--- config.mk ---
export PLATFORM = sky130hd
export DESIGN_NAME = largest_remainder_normalizer_flat
export DESIGN_NICKNAME = d
export VERILOG_FILES = /design/src/rtl/lrn_pkg.sv /design/src/rtl/lrn_if.sv /design/src/rtl/lrn_ram.sv /design/src/rtl/largest_remainder_normalizer.sv /design/src/flat_wrapper.sv
export SDC_FILE = /design/constraint.sdc
export NUM_CORES = 2
export LEC_CHECK = 0
export BUFFER_PORTS_ARGS = -buffer_cell sky130_fd_sc_hd__buf_2
export CAP_MARGIN = 10
export CORE_MARGIN = 10
export CORE_UTILIZATION = 30
export DETAILED_ROUTE_END_ITERATION = 10
export PLACE_DENSITY = 0.5
export SLEW_MARGIN = 5
export SYNTH_ARGS = -nofsm -noshare
export SYNTH_HDL_FRONTEND = slang
export SYNTH_SLANG_ARGS = --single-unit
--- constraint.sdc ---
create_clock -name clk_i -period 8.95 [get_ports clk_i]
set_input_delay 1.3425 -clock clk_i [delete_from_list [all_inputs] [get_ports clk_i]]
set_output_delay 1.3425 -clock clk_i [all_outputs]
set_load 0.005 [all_outputs]
--- src/rtl/lrn_pkg.sv ---
// package for the largest remainder normalizer
// shared widths and defaults, no dependencies
`default_nettype none
package lrn_pkg;
  localparam int unsigned MaxEntriesDef  = 16;
  localparam int unsigned TargetTotalDef = 100;
  localparam int unsigned CountW = 16;
  localparam int unsigned ShareW = 7;
  localparam int unsigned IdxW   = 4;
endpackage
`default_nettype wire

--- src/rtl/lrn_if.sv ---
// valid/ready channel interfaces for input and result words
// depends on lrn_pkg
`default_nettype none
interface lrn_in_if;
  logic valid;
  logic ready;
  logic signed [lrn_pkg::CountW-1:0] count_value;
  logic is_last;
  modport source (output valid, count_value, is_last, input ready);
  modport sink (input valid, count_value, is_last, output ready);
endinterface

interface lrn_out_if;
  logic valid;
  logic ready;
  logic [lrn_pkg::ShareW-1:0] share;
  logic [lrn_pkg::IdxW-1:0] entry_index;
  logic last_share;
  modport source (output valid, share, entry_index, last_share, input ready);
  modport sink (input valid, share, entry_index, last_share, output ready);
endinterface
`default_nettype wire

--- src/rtl/lrn_ram.sv ---
// generic single-port-write, one-read ram with registered read
// no dependencies
`default_nettype none
module lrn_ram #(
  parameter int unsigned Width = 8,
  parameter int unsigned Depth = 16
) (
  input  wire                      clk_i,
  input  wire                      we_i,
  input  wire [$clog2(Depth)-1:0]  waddr_i,
  input  wire [Width-1:0]          wdata_i,
  input  wire [$clog2(Depth)-1:0]  raddr_i,
  output logic [Width-1:0]         rdata_o
);
  logic [Width-1:0] mem_q [Depth];
  always_ff @(posedge clk_i) begin
    if (we_i) mem_q[waddr_i] <= wdata_i;
    rdata_o <= mem_q[raddr_i];
  end
endmodule
`default_nettype wire

--- src/rtl/largest_remainder_normalizer.sv ---
// largest remainder normalizer top, built on lrn_pkg, lrn_if and lrn_ram
// counts load at one word per cycle; after the last word each entry is read,
// divided bit by bit (no divide when the sum is zero) and written back; each
// unit moved takes a ranking scan of all entries; the fallback and fix-up passes
// walk the entries at most once each; one run at a time, input held off until
// the run ends; results wait on the sink; reset clears count, sum, sequencer, not rams
`default_nettype none
module largest_remainder_normalizer #(
  parameter int unsigned MaxEntries  = lrn_pkg::MaxEntriesDef,
  parameter int unsigned TargetTotal = lrn_pkg::TargetTotalDef
) (
  input  wire clk_i,
  input  wire rst_ni,
  lrn_in_if.sink    in_i,
  lrn_out_if.source out_o
);
  localparam int unsigned AW   = (MaxEntries > 1) ? $clog2(MaxEntries) : 1;
  localparam int unsigned NW   = $clog2(MaxEntries + 1);
  localparam int unsigned TW   = $clog2(TargetTotal + 1);
  localparam int unsigned SumW = 15 + NW;
  localparam int unsigned NumW = 15 + TW + 1;
  localparam int unsigned QW   = TW + 1;
  localparam int unsigned RW   = NumW + 2;
  localparam int unsigned SW   = TW + 1;
  localparam int unsigned DW   = TW + NW + 3;
  localparam int unsigned BW   = $clog2(NumW + 2);
  localparam int unsigned ShareWd = lrn_pkg::ShareW;

  typedef enum logic [3:0] {
    LOAD, DRD, DWAIT, DIV, DWR, SUMC, SCAN_RD, SCAN, APPLY_RD, APPLY,
    FALL_RD, FALL, FIX_RD, FIX, EMIT_RD, EMIT
  } state_e;

  state_e state_q;
  logic [NW-1:0] n_q;
  logic [SumW-1:0] sum_q;
  logic [AW-1:0] idx_q, best_q;
  logic          any_q;
  logic signed [RW-1:0] bestr_q;
  logic [BW-1:0] bit_q;
  logic [NumW+1:0] rem_q;
  logic [QW-1:0] quo_q;
  logic [NumW-1:0] num_q;
  logic signed [DW-1:0] diff_q;
  logic [NW:0] k_q;
  logic [MaxEntries-1:0] used_q;
  logic obusy_q;
  logic [ShareWd-1:0] oshare_q;
  logic [lrn_pkg::IdxW-1:0] oidx_q;
  logic olast_q;

  // ram ports
  logic c_we, s_we, r_we;
  logic [AW-1:0] c_wa, s_wa, r_wa, raddr;
  logic [14:0] c_wd, c_rd;
  logic [SW-1:0] s_wd, s_rd;
  logic signed [RW-1:0] r_wd, r_rd;

  lrn_ram #(.Width(15), .Depth(MaxEntries)) u_cnt (.clk_i, .we_i(c_we), .waddr_i(c_wa),
    .wdata_i(c_wd), .raddr_i(raddr), .rdata_o(c_rd));
  lrn_ram #(.Width(SW), .Depth(MaxEntries)) u_shr (.clk_i, .we_i(s_we), .waddr_i(s_wa),
    .wdata_i(s_wd), .raddr_i(raddr), .rdata_o(s_rd));
  lrn_ram #(.Width(RW), .Depth(MaxEntries)) u_rem (.clk_i, .we_i(r_we), .waddr_i(r_wa),
    .wdata_i(r_wd), .raddr_i(raddr), .rdata_o(r_rd));

  logic [14:0] cin;
  assign cin = in_i.count_value[15] ? 15'd0 : in_i.count_value[14:0];
  assign in_i.ready = (state_q == LOAD);
  assign out_o.valid = obusy_q;
  assign out_o.share = oshare_q;
  assign out_o.entry_index = oidx_q;
  assign out_o.last_share = olast_q;

  logic acc, last_idx;
  assign acc = in_i.valid && in_i.ready;
  assign last_idx = ({{(NW-AW){1'b0}}, idx_q} == n_q - NW'(1));

  // restoring divider step: (2num+sum)/(2sum)
  logic [NumW+1:0] twos, trial, dvd;
  assign twos = {{(NumW+2-SumW-1){1'b0}}, sum_q, 1'b0};
  assign dvd = {1'b0, num_q, 1'b0} + (NumW+2)'(sum_q);
  assign trial = {rem_q[NumW:0], dvd[bit_q]};

  logic signed [RW-1:0] rcur;
  assign rcur = r_rd;
  logic better;
  always_comb begin
    if (diff_q > 0) better = !any_q || (rcur >= bestr_q);
    else            better = !any_q || (rcur < bestr_q);
  end

  // write port and read address selection
  always_comb begin
    c_we = acc && (n_q < NW'(MaxEntries));
    c_wa = n_q[AW-1:0];
    c_wd = cin;
    s_we = 1'b0; s_wa = idx_q; s_wd = '0;
    r_we = 1'b0; r_wa = idx_q; r_wd = '0;
    raddr = idx_q;
    case (state_q)
      DWR: begin
        s_we = 1'b1;
        r_we = 1'b1;
        if (sum_q == '0) s_wd = (idx_q == '0) ? SW'(TargetTotal) : '0;
        else s_wd = SW'(quo_q);
        r_wd = RW'($signed({2'b0, num_q})) - RW'($signed({1'b0, quo_q}) * $signed({1'b0, sum_q}));
      end
      APPLY: begin
        s_we = 1'b1;
        s_wa = best_q;
        raddr = best_q;
        s_wd = (diff_q > 0) ? s_rd + SW'(1) : ((s_rd != '0) ? s_rd - SW'(1) : s_rd);
      end
      FALL: begin
        s_we = (s_rd != '0);
        s_wd = s_rd - SW'(1);
      end
      FIX: begin
        s_we = ($signed({1'b0, s_rd}) + diff_q >= 0);
        s_wd = SW'($signed({1'b0, s_rd}) + diff_q);
      end
      APPLY_RD: raddr = best_q;
      default: ;
    endcase
  end

  always_ff @(posedge clk_i or negedge rst_ni) begin
    if (!rst_ni) begin
      state_q <= LOAD; n_q <= '0; sum_q <= '0; idx_q <= '0; obusy_q <= 1'b0;
      diff_q <= '0; k_q <= '0; used_q <= '0; any_q <= 1'b0;
      bit_q <= '0; rem_q <= '0; quo_q <= '0; num_q <= '0; best_q <= '0;
      bestr_q <= '0; oshare_q <= '0; oidx_q <= '0; olast_q <= 1'b0;
    end else begin
      // result register: filled on emit, freed when the sink takes the word
      if (state_q == EMIT) obusy_q <= 1'b1;
      else if (obusy_q && out_o.ready) obusy_q <= 1'b0;
      unique case (state_q)
        LOAD: if (acc) begin
          if (n_q < NW'(MaxEntries)) begin
            n_q <= n_q + NW'(1);
            sum_q <= sum_q + SumW'(cin);
          end
          if (in_i.is_last) begin
            idx_q <= '0;
            diff_q <= DW'(TargetTotal);
            state_q <= DRD;
          end
        end
        DRD: state_q <= DWAIT;
        DWAIT: begin
          num_q <= NumW'(c_rd) * NumW'(TargetTotal);
          rem_q <= '0; quo_q <= '0; bit_q <= BW'(NumW + 1);
          state_q <= (sum_q == '0) ? DWR : DIV;
        end
        DIV: begin
          if (trial >= twos) begin
            rem_q <= trial - twos;
            quo_q <= {quo_q[QW-2:0], 1'b1};
          end else begin
            rem_q <= trial;
            quo_q <= {quo_q[QW-2:0], 1'b0};
          end
          if (bit_q == '0) state_q <= DWR;
          else bit_q <= bit_q - BW'(1);
        end
        DWR: begin
          diff_q <= diff_q - DW'(s_wd);
          if (last_idx) begin
            state_q <= SUMC;
          end else begin
            idx_q <= idx_q + AW'(1);
            state_q <= DRD;
          end
        end
        SUMC: begin
          k_q <= '0; used_q <= '0; idx_q <= '0; any_q <= 1'b0;
          if (sum_q == '0 || diff_q == 0) state_q <= EMIT_RD;
          else state_q <= SCAN_RD;
        end
        SCAN_RD: state_q <= SCAN;
        SCAN: begin
          if (!used_q[idx_q] && better) begin
            best_q <= idx_q; bestr_q <= rcur; any_q <= 1'b1;
          end
          if (last_idx) state_q <= APPLY_RD;
          else begin
            idx_q <= idx_q + AW'(1);
            state_q <= SCAN_RD;
          end
        end
        APPLY_RD: state_q <= APPLY;
        APPLY: begin
          logic [NW:0] kn;
          logic wrap;
          kn = k_q + (NW+1)'(1);
          wrap = (diff_q > 0) && (kn == (NW+1)'(n_q));
          if (diff_q > 0 || s_rd != '0) diff_q <= (diff_q > 0) ? diff_q - DW'(1) : diff_q + DW'(1);
          // a full pass of a shortfall starts the order over
          if (wrap) begin
            used_q <= '0; k_q <= '0;
          end else begin
            used_q[best_q] <= 1'b1; k_q <= kn;
          end
          idx_q <= '0; any_q <= 1'b0;
          if (diff_q > 0) begin
            if (diff_q == DW'(1)) state_q <= FIX_RD;
            else state_q <= SCAN_RD;
          end else begin
            if ((s_rd != '0 && diff_q == -DW'(1))) state_q <= FIX_RD;
            else if (kn == (NW+1)'(n_q)) state_q <= FALL_RD;
            else state_q <= SCAN_RD;
          end
        end
        FALL_RD: state_q <= FALL;
        FALL: begin
          if (s_rd != '0) diff_q <= diff_q + DW'(1);
          if ((s_rd != '0 && diff_q == -DW'(1)) || last_idx) begin
            idx_q <= '0; state_q <= FIX_RD;
          end else begin
            idx_q <= idx_q + AW'(1); state_q <= FALL_RD;
          end
        end
        FIX_RD: begin
          if (diff_q == 0) begin
            idx_q <= '0; state_q <= EMIT_RD;
          end else state_q <= FIX;
        end
        FIX: begin
          if (s_we || last_idx) begin
            diff_q <= '0; idx_q <= '0; state_q <= EMIT_RD;
          end else begin
            idx_q <= idx_q + AW'(1); state_q <= FIX_RD;
          end
        end
        EMIT_RD: if (!obusy_q || out_o.ready) state_q <= EMIT;
        EMIT: begin
          oshare_q <= s_rd[ShareWd-1:0];
          oidx_q <= lrn_pkg::IdxW'(idx_q);
          olast_q <= last_idx;
          if (last_idx) begin
            n_q <= '0; sum_q <= '0; idx_q <= '0; state_q <= LOAD;
          end else begin
            idx_q <= idx_q + AW'(1); state_q <= EMIT_RD;
          end
        end
        default: state_q <= LOAD;
      endcase
    end
  end

  // the result register holds while stalled
  a_hold: assert property (@(posedge clk_i) disable iff (!rst_ni)
    obusy_q && !out_o.ready |=> obusy_q && $stable(oshare_q)) else $error("word lost");
  // no input taken during a run
  a_noin: assert property (@(posedge clk_i) disable iff (!rst_ni)
    state_q != LOAD |-> !in_i.ready) else $error("input during run");
  // the count never exceeds the vector size
  a_cnt: assert property (@(posedge clk_i) disable iff (!rst_ni)
    n_q <= NW'(MaxEntries)) else $error("count overflow");
endmodule
`default_nettype wire
--- src/flat_wrapper.sv ---
// flat-port wrapper written by rule: the top's interface ports become plain ports
module largest_remainder_normalizer_flat 
#(
  parameter int unsigned MaxEntries  = lrn_pkg::MaxEntriesDef,
  parameter int unsigned TargetTotal = lrn_pkg::TargetTotalDef
)
  (clk_i, rst_ni, in_i_valid, in_i_count_value, in_i_is_last, in_i_ready, out_o_valid, out_o_share, out_o_entry_index, out_o_last_share, out_o_ready);
  lrn_in_if in_i_i ();
  lrn_out_if out_o_i ();
  input  wire clk_i;
  input  wire rst_ni;
  input wire logic [$bits(in_i_i.valid)-1:0] in_i_valid;
  input wire logic [$bits(in_i_i.count_value)-1:0] in_i_count_value;
  input wire logic [$bits(in_i_i.is_last)-1:0] in_i_is_last;
  output wire logic [$bits(in_i_i.ready)-1:0] in_i_ready;
  output wire logic [$bits(out_o_i.valid)-1:0] out_o_valid;
  output wire logic [$bits(out_o_i.share)-1:0] out_o_share;
  output wire logic [$bits(out_o_i.entry_index)-1:0] out_o_entry_index;
  output wire logic [$bits(out_o_i.last_share)-1:0] out_o_last_share;
  input wire logic [$bits(out_o_i.ready)-1:0] out_o_ready;
  assign in_i_i.valid = in_i_valid;
  assign in_i_i.count_value = in_i_count_value;
  assign in_i_i.is_last = in_i_is_last;
  assign in_i_ready = in_i_i.ready;
  assign out_o_valid = out_o_i.valid;
  assign out_o_share = out_o_i.share;
  assign out_o_entry_index = out_o_i.entry_index;
  assign out_o_last_share = out_o_i.last_share;
  assign out_o_i.ready = out_o_ready;
  largest_remainder_normalizer #(.MaxEntries(MaxEntries), .TargetTotal(TargetTotal)) u_core (.clk_i(clk_i), .rst_ni(rst_ni), .in_i(in_i_i), .out_o(out_o_i));
endmodule
=== Word level (Yosys, flattened, before mapping) ===
Memories as Yosys holds them, arrays and structs flattened. A register that Yosys moved wholly into a read port is not among the register bits.
Cells that the tools add are included.

* Register bits: 170
* RAM bits: 768
* Input port bits: 21
* Output and inout bits: 14
* Word-level logic and storage cells: 201
* Memories: 3

{| class="wikitable"
|+ Memory list
! memory !! words !! width !! rd ports !! clocked after Yosys merged registers in !! wr ports !! line !! source
|-
| u_core.u_rem.mem_q || 16 || 25 || 1 || 1 || 1 || lrn_ram.sv:15 || <nowiki>logic [Width-1:0] mem_q [Depth];</nowiki>
|-
| u_core.u_cnt.mem_q || 16 || 15 || 1 || 1 || 1 || lrn_ram.sv:15 ||
|-
| u_core.u_shr.mem_q || 16 || 8 || 1 || 1 || 1 || lrn_ram.sv:15 ||
|}

* Add/sub/neg operators: 16
* $mul: 2
* $lt $le $gt $ge: 10
* Eq/ne operators: 32
* Multiplexer cells: 78
* Bitwise gates (word level): 1
* Reduce and logical (&&, ||, !) cells: 41

{| class="wikitable"
|+ Operators with widths
! cell !! count
|-
| $mux 15 || 7
|-
| $mux 4 || 20
|-
| $pmux 15 s5 || 1
|-
| $pmux 4 s16 || 1
|-
| $mux 20 || 3
|-
| $pmux 24 s2 || 1
|-
| $pmux 20 s2 || 1
|-
| $eq 4x4->1 const B || 8
|-
| $ge 32x1->1 const B || 1
|-
| $logic_not 32->1 || 1
|-
| $pmux 16 s2 || 1
|-
| $pmux 8 s4 || 1
|-
| $pmux 4 s7 || 1
|-
| $ge 25x21->1 || 1
|-
| $ge 25x25->1 || 1
|-
| $lt 25x25->1 || 1
|-
| $mul 8x20->25 || 1
|-
| $mux 25 || 1
|-
| $sub 23x25->25 || 1
|-
| $add 23x20->24 || 1
|-
| $mux 24 || 1
|-
| $mux 8 || 3
|-
| $sub 24x21->24 || 1
|-
| $add 20x15->20 || 1
|-
| other kinds (57) || 120
|}

=== Longest topological paths before layout ===
* Depth after elaboration: 7
* Gate-level depth with buffers: 22
* Gate-level depth less buffers: 21

=== By module ===
Synthesis repeated with hierarchy kept, for this count alone.

* Cell total of the unflattened synthesis: 3669
* Area total of the unflattened synthesis: 50231.9 sq um

{| class="wikitable"
|+ Modules (own cells, without submodules)
! module !! instances !! cells each !! area each (sq um) !! seq. area each (sq um)
|-
| largest_remainder_normalizer || 1 || 2374 || 20086.8 || 4254.1
|-
| lrn_ram at u_core.u_rem || 1 || 660 || 15551.2 || 12512.0
|-
| lrn_ram at u_core.u_cnt || 1 || 406 || 9446.6 || 7507.2
|-
| lrn_ram at u_core.u_shr || 1 || 229 || 5147.4 || 4003.8
|}

=== Least setup slack after synthesis ===
OpenSTA, ideal clock, no wires.

* Kind: register to register
* Start point: register u_core.quo_q[7]
* End point: memory u_core.u_rem.mem_q[0][24] in the netlist's numbering, data pin
* Library setup time: 0.419 ns
* Data arrival time: 5.496 ns
* Data required time: 8.531 ns
* Path slack: 3.035 ns
* Cell stages (with the launch flop): 18
* Path buffers: 2
* Period minus slack after synthesis: 5.915 ns
* Path through: dfrtp_1 clkbuf_1 buf_1 nand2_1 fa_1 fa_1 fa_1 inv_1 fa_1 inv_1 ha_1 and3_1 a221oi_1 nor2b_1 nor2_1 a21boi_0 o21bai_1 o311ai_0

* Cells in the longest elaborated chain, start to end: 3

{| class="wikitable"
|+ Ends and longest elaborated chain
! item !! line !! source
|-
| from (decl) || largest_remainder_normalizer.sv:42 || <nowiki>logic [QW-1:0] quo_q;</nowiki>
|-
| from (signal assigned) || largest_remainder_normalizer.sv:158 || <nowiki>quo_q <= {quo_q[QW-2:0], 1'b1};</nowiki>
|-
| from (signal assigned) || largest_remainder_normalizer.sv:161 || <nowiki>quo_q <= {quo_q[QW-2:0], 1'b0};</nowiki>
|-
| $mul 8x20->25 || largest_remainder_normalizer.sv:106 || <nowiki>r_wd = RW'($signed({2'b0, num_q})) - RW'($signed({1'b0, quo_q}) * $signed({1'b0, sum_q}));</nowiki>
|-
| $sub 23x25->25 || largest_remainder_normalizer.sv:106 ||
|-
| $mux 25 || largest_remainder_normalizer.sv:100 || <nowiki>case (state_q)</nowiki>
|-
| named net u_core.r_wd[24] || largest_remainder_normalizer.sv:57 || <nowiki>logic signed [RW-1:0] r_wd, r_rd;</nowiki>
|-
| to (decl) || lrn_ram.sv:15 ||
|}

The timed path passes the listed nets, and every way through them passes these cells.

=== Final worst setup path ===
* Start point: register u_core.quo_q[0]
* End point: memory u_core.u_rem.mem_q[12][21] in the netlist's numbering, data pin

The elaborated chain is that of the path after synthesis.

==> flow_metrics.env <==
export IMPL_status="completed"
export IMPL_post_route_period_util=0.743
export IMPL_portBuffers=34
export IMPL_dp_hpwl_mm=86.6
export IMPL_final_cell_mix="edfxtp_1, nand2_1, inv_1"
export IMPL_grt_max_degree=103
export IMPL_fin_cells=6185
export IMPL_endpoint="u_core.u_rem.mem_q[12][21]"
export IMPL_startpoint="u_core.quo_q[0]"
export IMPL_drt_iter0_drc=2261
export IMPL_r2r_cells=16
export IMPL_design_area_um2=57300
export IMPL_synthCells=3855
export IMPL_syn_area_um2=50800
export IMPL_synth_main_ff_cell="edfxtp_1"
export IMPL_die_area_um2=186000
export IMPL_die_height_um=431
export IMPL_setup_tns_ns=0
export IMPL_placed_cells=5985
export IMPL_tritoncts="yes"
export IMPL_power_per_cell_area_nw_per_um2=347
export IMPL_routed_wl_mm=135
export IMPL_drc=0
export IMPL_yosysWarnings=0
export IMPL_synthArstFlopShare=0.172
export IMPL_r2r_start="u_core.quo_q[0]"
export IMPL_max_freq_mhz=150
export IMPL_rsz0062_at_grt="false"
export IMPL_maxCapViolCount=0
export IMPL_finalCriticalPeriod_ns=6.65
export IMPL_drive_gt1_frac=0.142
export IMPL_start_util=0.303
export IMPL_syn_nets=4218
export IMPL_grt_usage=0.144
export IMPL_worstMarginPinSlew_ns=1.19
export IMPL_ys_ff_latch=986
export IMPL_arrival_ns=7.06
export IMPL_antenna_left=0
export IMPL_finalNetCount=4252
export IMPL_clkSinkCount=986
export IMPL_setup_viol=0
export IMPL_antenna_found_initial=1
export IMPL_core_um2=168000
export IMPL_clock_latency_ns=0.76
export IMPL_htree_levels=3
export IMPL_dr_pass1_iters=6
export IMPL_path_max_fanout=23
export IMPL_whs_path_depth=2
export IMPL_ctsResizeCount=0
export IMPL_wire_per_inst_um=21.8
export IMPL_grt_pass1_vias=31900
export IMPL_vias=31100
export IMPL_cts_buffer_depth=3
export IMPL_clockRootBuffer="clkbuf_16"
export IMPL_total_power_w=0.0199
export IMPL_path_class="flip-flop to flip-flop"
export IMPL_dieWidth_um=431
export IMPL_gr_total_overflow=0
export IMPL_hold_buffers=0
export IMPL_cellLeakagePower_nw=21.1
export IMPL_final_util=0.341
export IMPL_synth_edf_count=768
export IMPL_holdCritPathClass="flip-flop to flip-flop"
export IMPL_maxSlewHeadroom=0.207
export IMPL_synth_distinct_cells=94
export IMPL_place_area_um2=53800
export IMPL_numCtsBuffers=106
export IMPL_ios=35
export IMPL_hold_violations=0
export IMPL_layout_commonest_cell="edfxtp_1"
export IMPL_start_kind="flip-flop"
export IMPL_place_gp_congestion=0.811
export IMPL_rows=150
export IMPL_fin_worst_skew_ns=0.0813
export IMPL_clk_pin_slew_worst_paths_ns=0.06
export IMPL_syn_area_per_cell_um2=13.2
export IMPL_grt_first_pass_wirelength_mm=207
export IMPL_critPathCaptureType="flip-flop"
export IMPL_regToRegSetupSlack_ns=2.30
export IMPL_vdd_ir_drop_worst_mv=0.292
export IMPL_fill_cells=16500
export IMPL_area_growth_pct=12.7
export IMPL_avgViaCountPerCell=5.03
export IMPL_cp_required_ns=9.36
export IMPL_synth_seq_area_share=0.557
export IMPL_cts_setup_buffers=0
export IMPL_maxSlewViolCount=0
export IMPL_reg2reg_to="u_core.u_rem.mem_q[12][21]"
logic make-up (layout without fill, tap and decap cells):
| logic type | Yosys count | after routing | synth area share |
|---|---|---|---|
| xor gates and xnor gates | 122 | 122 | 0.0210 |
| and+or+nand+nor | 1010 | 1010 | 0.0946 |
| muxes | 237 | 237 | 0.0963 |
| buffers and inverters | 522 | 647 | 0.0403 |
| other | 0 | 1 | 0 |
| DFF | 986 | 986 | 0.557 |
| AOI/OAI and AO/OA | 636 | 636 | 0.0858 |
| adders and majority gates | 342 | 342 | 0.105 |
power by group:
part | switching, W | leakage, nW | internal [W] | total, W
sequential | 0.000779 | 9.64 | 0.00557 | 0.00635
clock | 0.00190 | 1.68 | 0.00253 | 0.00442
combinational | 0.00541 | 9.81 | 0.00370 | 0.00911
total | 0.00809 | 21.1 | 0.0118 | 0.0199
per-layer routing:
metal	global-route usage	wire, um	vias to the layer above
met5	0	0	-
met4	0.0540	4910	0
met3	0.0177	5160	175
met2	0.241	65500	599
met1	0.191	59600	16100
li1	-	-	14200
cell usage after synthesis, drive strengths merged (31+ instances only):
| library cell | number | area [um^2] |
|---|---|---|
| a211oi | 71 | 538 |
| a21o | 38 | 285 |
| a21oi | 102 | 518 |
| a31oi | 66 | 413 |
| and2 | 156 | 976 |
| buf | 56 | 295 |
| clkbuf | 132 | 495 |
| dfrtp | 170 | 4250 |
| dfxtp | 48 | 961 |
| edfxtp | 768 | 23100 |
| fa | 142 | 2840 |
| ha | 200 | 2500 |
| inv | 331 | 1240 |
| mux2 | 34 | 383 |
| mux4 | 198 | 4460 |
| nand2 | 365 | 1370 |
| nand3 | 61 | 305 |
| nor2 | 195 | 732 |
| nor3 | 78 | 395 |
| o211ai | 31 | 233 |
| o21ai | 133 | 669 |
| xnor2 | 69 | 604 |
| xor2 | 53 | 464 |
critical path, stage by stage (launching register included):
cell and delay, ns:
dfrtp_1 0.91, and2_1 0.25, fa_1 0.44, fa_1 0.48
ha_1 0.31, fa_1 0.54, inv_1 0.04, ha_1 0.39
nand3_1 0.12, a21oi_1 0.06, o41a_1 0.42, o21ai_0 0.41
a21oi_1 0.17, o21ai_0 0.67, o21bai_1 0.19, xnor2_1 0.20
nor2_1 0.74
worst min path at each step:
stage | startpoint | to | slack, ns
2_1_floorplan | u_core.used_q[10] | u_core.used_q[10] | 0.44
3_3_place_gp | u_core.out_o.last_share | u_core.out_o.last_share | 0.46
3_5_place_dp | u_core.out_o.last_share | u_core.out_o.last_share | 0.47
4_1_cts | u_core.used_q[4] | u_core.used_q[4] | 0.48
5_1_grt | u_core.out_o.last_share | u_core.out_o.last_share | 0.51
6_report | u_core.used_q[4] | u_core.used_q[4] | 0.48
registers in the layout, indices dropped and copies added (netlist names), 5 cells and up:
signal and cells:
u_core.n_q 5, u_core.sum_q 20, u_core.u_cnt.mem_q 240, u_core.u_shr.mem_q 128, u_core.u_shr.rdata_o 8, u_core.out_o.share 7
u_core.k_q 6, u_core.bestr_q 25, u_core.u_rem.mem_q 400, u_core.used_q 16, u_core.rem_q 24, u_core.diff_q 15
u_core.quo_q 8, u_core.u_cnt.rdata_o 15, u_core.bit_q 5, u_core.num_q 20, u_core.u_rem.rdata_o 25
per-stage QoR:
| stage | setup WS (ns) | hold WS [ns] |
|---|---|---|
| 4_1_cts | 2.29 | 0.482 |
| 6_report | 2.30 | 0.479 |
| 3_5_place_dp | 2.27 | 0.469 |
| 3_3_place_gp | 2.39 | 0.459 |
| 5_1_grt | 1.85 | 0.507 |
| 2_1_floorplan | 3.04 | 0.445 |
area by class of cell:
cell class                      count  area [um^2]  share of cell area
Inverter                          334         1250              0.0219
Clock inverter                     47          581              0.0101
Sequential cell                   986        28300               0.494
Timing Repair Buffer              114          830              0.0145
Clock buffer                      152         2930              0.0511
Antenna cell                        1         2.50           0.0000437
Tap cell                         2204         2760              0.0482
Multi-Input combinational cell   2347        20600               0.360
Note: power is estimated with default switching activity, not from simulation.
